**config.mk**
```make
export PLATFORM = sky130hd
export DESIGN_NAME = sorted_list_engine
export DESIGN_NICKNAME = d
export VERILOG_FILES = /design/src/hdl/sle_pkg.sv /design/src/hdl/sorted_list_engine.sv /design/src/hdl/sle_cell.sv /design/src/hdl/sle_result.sv
export SDC_FILE = /design/constraint.sdc
export NUM_CORES = 2
export LEC_CHECK = 0
export ABC_CLOCK_PERIOD_IN_PS = 15500
export BUFFER_PORTS_ARGS = -buffer_cell sky130_fd_sc_hd__buf_2
export CAP_MARGIN = 20
export CORE_MARGIN = 5
export CORE_UTILIZATION = 55
export DETAILED_ROUTE_END_ITERATION = 8
export MAX_ROUTING_LAYER = met4
export PLACE_DENSITY = 0.71
export REMOVE_ABC_BUFFERS = 1
export SLEW_MARGIN = 0
export SYNTH_ARGS = -nofsm -noshare
export SYNTH_HDL_FRONTEND = slang
export SYNTH_HIERARCHICAL = 1
export SYNTH_SLANG_ARGS = --single-unit
export TNS_END_PERCENT = 1
```
**constraint.sdc**
```tcl
create_clock -name clk_i -period 15.5 [get_ports clk_i]
set_clock_uncertainty 0.15 [all_clocks]
set_input_delay 2.325 -clock clk_i [delete_from_list [all_inputs] [get_ports clk_i]]
set_output_delay 2.325 -clock clk_i [all_outputs]
set_load 0.02 [all_outputs]
```
**src/hdl/sle_pkg.sv**
```systemverilog
// ----------------------------------------------------------------------------
// sle_pkg: shared types and constants of the sorted list engine
// Table depth, field widths, action codes and the cell control and status structs.
// ----------------------------------------------------------------------------
package sle_pkg;

  localparam int CAPACITY = 16;
  localparam int DATA_W   = 32;
  localparam int CNT_W    = $clog2(CAPACITY + 1);
  localparam int IDX_W    = $clog2(CAPACITY);
  localparam int POS_W    = 5;
  localparam int ACT_W    = 2;
  localparam int OUT_W    = 80;

  localparam logic [ACT_W-1:0] ACT_INSERT = 2'd0;
  localparam logic [ACT_W-1:0] ACT_REMOVE = 2'd1;
  localparam logic [ACT_W-1:0] ACT_SEARCH = 2'd2;
  localparam logic [ACT_W-1:0] ACT_CLEAR  = 2'd3;

  typedef logic [DATA_W-1:0] data_t;

  // broadcast from the top level to every cell
  typedef struct packed {
    logic  insert_en;
    logic  remove_en;
    data_t value;
  } cell_ctl_t;

  // compare status of one cell
  typedef struct packed {
    logic less;
    logic hit;
  } cell_stat_t;

endpackage

```
**src/hdl/sorted_list_engine.sv**
```systemverilog
// An accepted transaction is registered, then loaded into the result register.
// Throughput: one transaction per cycle unless the output stalls; the cell row
// updates in the accept cycle. Reset empties the table (count 0), not the slots.
// ----------------------------------------------------------------------------
// sorted_list_engine: sorted table with insert, remove, search and clear
// A row of compare-and-shift cells keeps the values in order; a result
// register reports position, count, first and last value and flags.
// ----------------------------------------------------------------------------
module sorted_list_engine
  import sle_pkg::*;
(
  input  logic             clk_i,
  input  logic             rst_ni,
  input  logic             s_axis_tvalid_i,
  output logic             s_axis_tready_o,
  input  logic [DATA_W-1:0] s_axis_tdata_i,  // value[31:0]
  input  logic [ACT_W-1:0] s_axis_tuser_i,   // action[1:0]
  output logic             m_axis_tvalid_o,
  input  logic             m_axis_tready_i,
  output logic [OUT_W-1:0] m_axis_tdata_o    // position[4:0], count[9:5],
                                             // first_value[41:10],
                                             // last_value[73:42],
                                             // is_empty[74], error[75]
);

  logic             accept, advance, take;
  logic             pend_q, pend_d;
  logic [CNT_W-1:0] count_q, count_d;
  logic [CNT_W-1:0] pos_q, pos_d;
  logic             err_q, err_d;
  logic             found, full;
  logic [CNT_W-1:0] hit_pos;
  cell_ctl_t        ctl;
  cell_stat_t       stat [CAPACITY];
  data_t            vals [CAPACITY];

  assign advance         = pend_q && take;
  assign s_axis_tready_o = !pend_q || advance;
  assign accept          = s_axis_tvalid_i && s_axis_tready_o;
  assign full            = (count_q == CNT_W'(CAPACITY));

  always_comb begin
    found   = 1'b0;
    hit_pos = '0;
    for (int i = 0; i < CAPACITY; i++) begin
      found   = found | stat[i].hit;
      hit_pos = hit_pos | (stat[i].hit ? CNT_W'(i + 1) : '0);
    end
  end

  assign ctl.value     = s_axis_tdata_i;
  assign ctl.insert_en = accept && (s_axis_tuser_i == ACT_INSERT) && !full;
  assign ctl.remove_en = accept && (s_axis_tuser_i == ACT_REMOVE) && found;

  for (genvar g = 0; g < CAPACITY; g++) begin : g_cell
    sle_cell u_cell (
      .clk_i       (clk_i),
      .ctl_i       (ctl),
      .valid_i     (CNT_W'(g) < count_q),
      .left_less_i ((g == 0) ? 1'b1 : stat[(g == 0) ? 0 : g - 1].less),
      .left_val_i  (vals[(g == 0) ? 0 : g - 1]),
      .right_val_i (vals[(g == CAPACITY - 1) ? g : g + 1]),
      .val_o       (vals[g]),
      .stat_o      (stat[g])
    );
  end

  always_comb begin
    count_d = count_q;
    pos_d   = pos_q;
    err_d   = err_q;
    pend_d  = pend_q;
    if (advance) begin
      pend_d = 1'b0;
    end
    if (accept) begin
      pend_d = 1'b1;
      pos_d  = '0;
      err_d  = 1'b0;
      case (s_axis_tuser_i)
        ACT_INSERT: begin
          if (full) begin
            err_d = 1'b1;
          end else begin
            count_d = count_q + CNT_W'(1);
          end
        end
        ACT_REMOVE: begin
          if (found) begin
            count_d = count_q - CNT_W'(1);
          end else begin
            err_d = 1'b1;
          end
        end
        ACT_SEARCH: begin
          pos_d = hit_pos;
        end
        ACT_CLEAR: begin
          count_d = '0;
        end
        default: begin
          count_d = count_q;
        end
      endcase
    end
  end

  always_ff @(posedge clk_i or negedge rst_ni) begin
    if (!rst_ni) begin
      pend_q  <= 1'b0;
      count_q <= '0;
    end else begin
      pend_q  <= pend_d;
      count_q <= count_d;
    end
  end

  always_ff @(posedge clk_i) begin
    pos_q <= pos_d;
    err_q <= err_d;
  end

  sle_result u_result (
    .clk_i           (clk_i),
    .rst_ni          (rst_ni),
    .load_i          (advance),
    .take_o          (take),
    .pos_i           (pos_q),
    .err_i           (err_q),
    .count_i         (count_q),
    .vals_i          (vals),
    .m_axis_tvalid_o (m_axis_tvalid_o),
    .m_axis_tready_i (m_axis_tready_i),
    .m_axis_tdata_o  (m_axis_tdata_o)
  );

endmodule

```
**src/hdl/sle_cell.sv**
```systemverilog
// ----------------------------------------------------------------------------
// sle_cell: one slot of the sorted table
// Compares its entry with the broadcast key and shifts right on insert or
// left on remove, taking data from its neighbor.
// ----------------------------------------------------------------------------
module sle_cell
  import sle_pkg::*;
(
  input  logic       clk_i,
  input  cell_ctl_t  ctl_i,
  input  logic       valid_i,      // slot index below the entry count
  input  logic       left_less_i,  // left neighbor holds a value below the key
  input  data_t      left_val_i,
  input  data_t      right_val_i,
  output data_t      val_o,
  output cell_stat_t stat_o
);

  data_t val_q, val_d;
  logic  less;

  assign less        = valid_i && ($signed(val_q) < $signed(ctl_i.value));
  assign stat_o.less = less;
  // first slot not below the key, and equal to it
  assign stat_o.hit  = valid_i && !less && left_less_i && (val_q == ctl_i.value);
  assign val_o       = val_q;

  always_comb begin
    val_d = val_q;
    if (ctl_i.insert_en && !less) begin
      val_d = left_less_i ? ctl_i.value : left_val_i;
    end else if (ctl_i.remove_en && !less) begin
      val_d = right_val_i;
    end
  end

  always_ff @(posedge clk_i) begin
    val_q <= val_d;
  end

endmodule

```
**src/hdl/sle_result.sv**
```systemverilog
// ----------------------------------------------------------------------------
// sle_result: result register of the sorted list engine
// Builds the result from the table state and holds it until taken.
// ----------------------------------------------------------------------------
module sle_result
  import sle_pkg::*;
(
  input  logic             clk_i,
  input  logic             rst_ni,
  input  logic             load_i,
  output logic             take_o,
  input  logic [CNT_W-1:0] pos_i,
  input  logic             err_i,
  input  logic [CNT_W-1:0] count_i,
  input  data_t            vals_i [CAPACITY],
  output logic             m_axis_tvalid_o,
  input  logic             m_axis_tready_i,
  output logic [OUT_W-1:0] m_axis_tdata_o
);

  logic             valid_q, valid_d;
  logic [OUT_W-1:0] data_q;
  logic [CNT_W-1:0] last_idx;
  logic             empty;
  data_t            first_val, last_val;

  assign take_o   = !valid_q || m_axis_tready_i;
  assign empty    = (count_i == '0);
  assign last_idx = count_i - CNT_W'(1);
  assign first_val = empty ? '0 : vals_i[0];
  assign last_val  = empty ? '0 : vals_i[last_idx[IDX_W-1:0]];

  always_comb begin
    valid_d = valid_q;
    if (load_i) begin
      valid_d = 1'b1;
    end else if (m_axis_tready_i) begin
      valid_d = 1'b0;
    end
  end

  always_ff @(posedge clk_i or negedge rst_ni) begin
    if (!rst_ni) begin
      valid_q <= 1'b0;
    end else begin
      valid_q <= valid_d;
    end
  end

  always_ff @(posedge clk_i) begin
    if (load_i) begin
      data_q <= {4'b0, err_i, empty, last_val, first_val,
                 POS_W'(count_i), POS_W'(pos_i)};
    end
  end

  assign m_axis_tvalid_o = valid_q;
  assign m_axis_tdata_o  = data_q;

endmodule

```
After elaboration in Yosys (flattened, before gate mapping). Index checks and enable logic that the tools add are counted.

Equality and inequality tests: 22. Reduce and logical (&&, ||, !) cells: 142. Add/sub/neg operators: 2. $lt $le $gt $ge: 33. Div/mod/pow operators: 0. Mux-type cells: 74. Bitwise operators: 31. Shifts and indexed selects: 0. Multiply operators: 0.

Operators by type and width (number): 32-bit two-way mux (47); 32-bit == test (16); 32-bit < comparator (16); 32-bit binary-select mux with 4-bit select (1); 1-bit logical AND (100); 4-bit by 5-bit < comparator with 1-bit output, first input constant (8); 2-bit nonzero test (17); 4-bit two-way mux (8); 4-bit OR (7); 3-bit by 5-bit < comparator with 1-bit output, first input constant (4); 1-bit logical NOT (19); 5-bit two-way mux (3); 1-bit OR (15); 5-bit case mux with 3 select lines (1); 3-bit two-way mux (4); 1-bit by 5-bit < comparator with 1-bit output, first input constant (2); 2-bit by 5-bit < comparator with 1-bit output, first input constant (2); 3-bit OR (3); 1-bit two-way mux (7); 5-bit by 1-bit adder with 5-bit output, second input constant (1); 5-bit == test, second input constant (1); 5-bit greater-or-equal comparator, second input constant (1); 5-bit logical NOT (1); 4-bit NOT with 5-bit output (1); 15 further kinds (19).

Input bits: 38. Latch bits: 0. Output and inout port bits: 82. Memory bits (writable): 0. Memories kept: 0. Logic and storage cells: 327. Register bits: 601. Bits in read-only memories: 0.

Depth between registers and ports, before layout.
Word-level depth: 25. Gate-level depth with buffers: 20. Depth with buffers taken out: 17.

Modules after synthesis. The synthesis kept the hierarchy.

Modules (own cells, without submodules): sle_cell (g_cell[0].u_cell ...) (instances 15, cells each 227, sequential area each 960.9 sq um, area an instance 2737.6 sq um); sle_result (instances 1, cells each 723, sequential area each 2307.2 sq um, area an instance 7308.3 sq um); sle_cell (g_cell[15].u_cell) (instances 1, cells each 232, sequential area each 960.9 sq um, area an instance 2791.4 sq um); sorted_list_engine (instances 1, cells each 121, sequential area each 330.3 sq um, area an instance 1057.3 sq um).

Least setup slack after synthesis. OpenSTA, ideal clock, no wires.

Path type: input port to flip-flop. Start point: in m_axis_tready_i. End point: reg g_cell[0].u_cell.val_q[0], enable pin. Slack: 4.966 ns. Setup time: 0.441 ns. Data required time: 14.909 ns. Arrival: 9.944 ns. Buffers on the path: 0. Stages: 7. Cell sequence: nand2b_1 -> inv_1 -> nand2_1 -> nand2_1 -> nor4_1 -> nor2_1 -> a31oi_1.

RTL lines: start: declaration (line sorted_list_engine.sv:19) `input logic m_axis_tready_i,`; end signal: assignment (line sle_cell.sv:38) `val_q <= val_d;`; end: declaration (line sle_cell.sv:19) `data_t val_q, val_d;`.

Worst setup path in the final report.
Start point: in s_axis_tdata_i[11]. End point: reg g_cell[15].u_cell.val_q[11], enable pin.

Cells in the longest elaborated chain, start to end: 4.

Ends and longest elaborated chain: start: declaration (line sorted_list_engine.sv:16) `input logic [DATA_W-1:0] s_axis_tdata_i,`; 32-bit < comparator (line sle_cell.sv:22) `assign less = valid_i && ($signed(val_q) < $signed(ctl_i.value));`; 1-bit logical AND (line sle_cell.sv:22); 1-bit logical NOT (line sle_cell.sv:30) `if (ctl_i.insert_en && !less) begin`; 1-bit logical AND (line sle_cell.sv:30); end signal: assignment (line sle_cell.sv:38); end: declaration (line sle_cell.sv:19).

No other way between the ends. A chain may end at the register's enable or synchronous reset.

==> key figures <==
STA
  – Fin crit share: 55.7%
  – Min cycle time layout: 8.64 ns
  – RSZ-0062 raised after global routing: false
  – Smallest setup slack after layout: 6.86 ns
  – Worst-Margin Slew: 1.15 ns
  – Count of final hold-check violations: 0
  – Max Slew Vio Count: 0
  – Relative max-transition margin: 22.8%
  – Max Clk Rate: 0.116 GHz
  – TNS Setup: 0 ns
  – Final setup viols: 0

Place
  – Placed Cells: 5708
  – Pre-CTS setup slack: 6.45 ns
  – RePlAce Congestion: 0.920
  – PortBufs: 115
  – Post-DP HPWL: 108 mm

Die
  – Area of the core: 0.0946 mm2
  – Die ar.: 0.101 mm2
  – Top-Level Pins: 120
  – Initial Utilization: 55.2%
  – Die Height: 318 um
  – Core Rows: 113
  – Die Width: 318 um

Synth
  – Syn. warnings: 6
  – Synth Cell Area: 0.0522 mm2
  – Avg Inst Size Synth: 11.7 um2
  – Mapped Cells: 4480

Global route
  – Met1 Usage GRT: 37.7%
  – Pin count of the biggest net entering global routing: 69
  – Initial antenna violation count: 6
  – Busiest grt layer: met2
  – Total gr overflow: 0
  – Number of global-route vias before repair: 36600
  – GR Layer Usage met3: 3.84%
  – First-pass GRT wire length: 218 mm
  – Met2 GRT Util: 44.0%
  – Total GRT Usage: 27.9%

Hold path
  – Hold EP: u_result/m_axis_tvalid_o$_DFFE_PN0P_
  – Worst min path class: reg2reg
  – Hold path cells: 2
  – Worst Min Path Start: u_result/m_axis_tvalid_o$_DFFE_PN0P_

Clock network
  – CTS Hold Bufs: 0
  – Setup Fix Bufs, Post-CTS: 0
  – H-tree levels: 3
  – Inserted Clock Buffers: 75
  – Post_cts resized: 0
  – Longest Clk Path Bufs: 3
  – CTS tree: done
  – Clock-pin slew on the worst setup and hold paths: 0.05 ns
  – Clock Sink Count: 601
  – Clock root cell: clkbuf_16
  – Clk Latency, worst-skew pair: 0.65 ns

Run
  – Number of maximum-capacitance violations: 0

Route
  – Wire per inst: 24.5 um
  – WL final: 143 mm
  – Number of DRC markers in iteration 0: 3537
  – Vias per std cell: 6.24
  – Routed Antenna Nets: 0
  – DRC Markers: 0
  – Via count: 36500
  – First-pass detailed-route iteration total: 6

Power and ir drop
  – Pwr Density: 137 mW/mm2
  – Worst VDD drop: 0.000162 V
  – Total power after layout: 7.74 mW
  – Pleak: 25.2 nW

Worst setup path
  – CP required: 15.59 ns
  – CP startpoint kind: input pin
  – Worst R2R Setup Slack: 8.82 ns
  – CP arrival: 8.73 ns
  – R2R Path End: g_cell[15].u_cell/val_o[11]$_DFFE_PP_
  – Worst setup EP type: flip-flop
  – RR Startpoint: g_cell[14].u_cell/val_o[14]$_DFFE_PP_
  – Crit Path Category: in2reg
  – R2R cell count: 18
  – Largest fanout on the critical path: 33

Finish
  – Fraction of layout cells with a size suffix above 1: 34.1%
  – Most frequent cells in the layout: mux2_2 (672), edfxtp_1 (594), inv_1 (539), ha_1 (516), mux2_4 (481)
  – # fillers: 7539
  – Final cell count without fillers: 5859
  – Most common cell after layout, fill and taps aside: mux2_2
  – Area grow syn2layout: 8.55%
  – NumNets Final: 5087

Outcome
  – Outcome: finished clean
[report_power, final]
part / switching [mW] / internal [mW]
Combinational: 2.14 / 1.57
Clock: 0.726 / 1.11
Sequential: 0.151 / 2.04
Total: 3.02 / 4.72
[worst max-delay path, stage by stage]
cell and delay [ns]:
buf_2 0.65, inv_1 0.11, ha_1 0.36, nand4_1 0.13, nor4_1 0.10, a21boi_0 0.14
o41a_2 0.49, o31ai_1 0.55, and3_1 0.23, buf_4 0.41, nand4_1 0.15, nor2_1 0.11
nand3_1 0.09, nor3_1 0.85, nor4_1 0.17, and4_1 0.33, nor3_2 0.18, buf_4 0.30
nor2_1 0.12, nor2_4 0.84
[flip-flops by register name, indices dropped and copies added, names as in the netlist]
register                  cells
g_cell.u_cell/val_o         512
u_result/m_axis_tdata_o      76
count_q                       5
pos_q                         5
err_q                         1
pend_q                        1
u_result/m_axis_tvalid_o      1
[per-layer routing]
metal | up-vias | share of wire [%] | wire length [um]
li1 | 16900 | - | -
met1 | 18100 | 44 | 63100
met2 | 1297 | 46 | 65900
met3 | 237 | 6.8 | 9780
met4 | 0 | 3.3 | 4690
met5 | - | 0 | 0
[stage by stage]
step	hold WS, ns	area [um2]	util [%]
after CTS	0.409	56300	59.6
after global routing	0.424	56700	59.9
after detailed placement	0.386	53800	56.9
final	0.401	56700	59.9
after floorplan	0.250	50800	-
after global placement	0.386	53800	56.8
[final cells by class]
class / count / area, um2 / share of cell area [%]
Sequential cell: 601 / 18000 / 31.8
Clock buffer: 92 / 2070 / 3.65
Clock inverter: 42 / 454 / 0.801
Tap cell: 1265 / 1580 / 2.79
Inverter: 540 / 2030 / 3.58
Multi-Input combinational cell: 3125 / 31100 / 54.9
Antenna cell: 5 / 12.5 / 0.0221
Timing Repair Buffer: 189 / 1410 / 2.49
[worst max path at each step]
stage / end / slack [ns] / from
2_1_floorplan: g_cell[0].u_cell/val_o[0]$_DFFE_PP_ / 4.48 / m_axis_tready_i
3_3_place_gp: g_cell[9].u_cell/val_o[24]$_DFFE_PP_ / 6.52 / s_axis_tdata_i[9]
3_5_place_dp: g_cell[13].u_cell/val_o[27]$_DFFE_PP_ / 6.45 / s_axis_tdata_i[11]
4_1_cts: g_cell[13].u_cell/val_o[27]$_DFFE_PP_ / 7.09 / s_axis_tdata_i[11]
5_1_grt: g_cell[15].u_cell/val_o[10]$_DFFE_PP_ / 6.66 / s_axis_tdata_i[11]
6_report: g_cell[15].u_cell/val_o[11]$_DFFE_PP_ / 6.86 / s_axis_tdata_i[11]
Note: power is estimated with default switching activity, not from simulation.
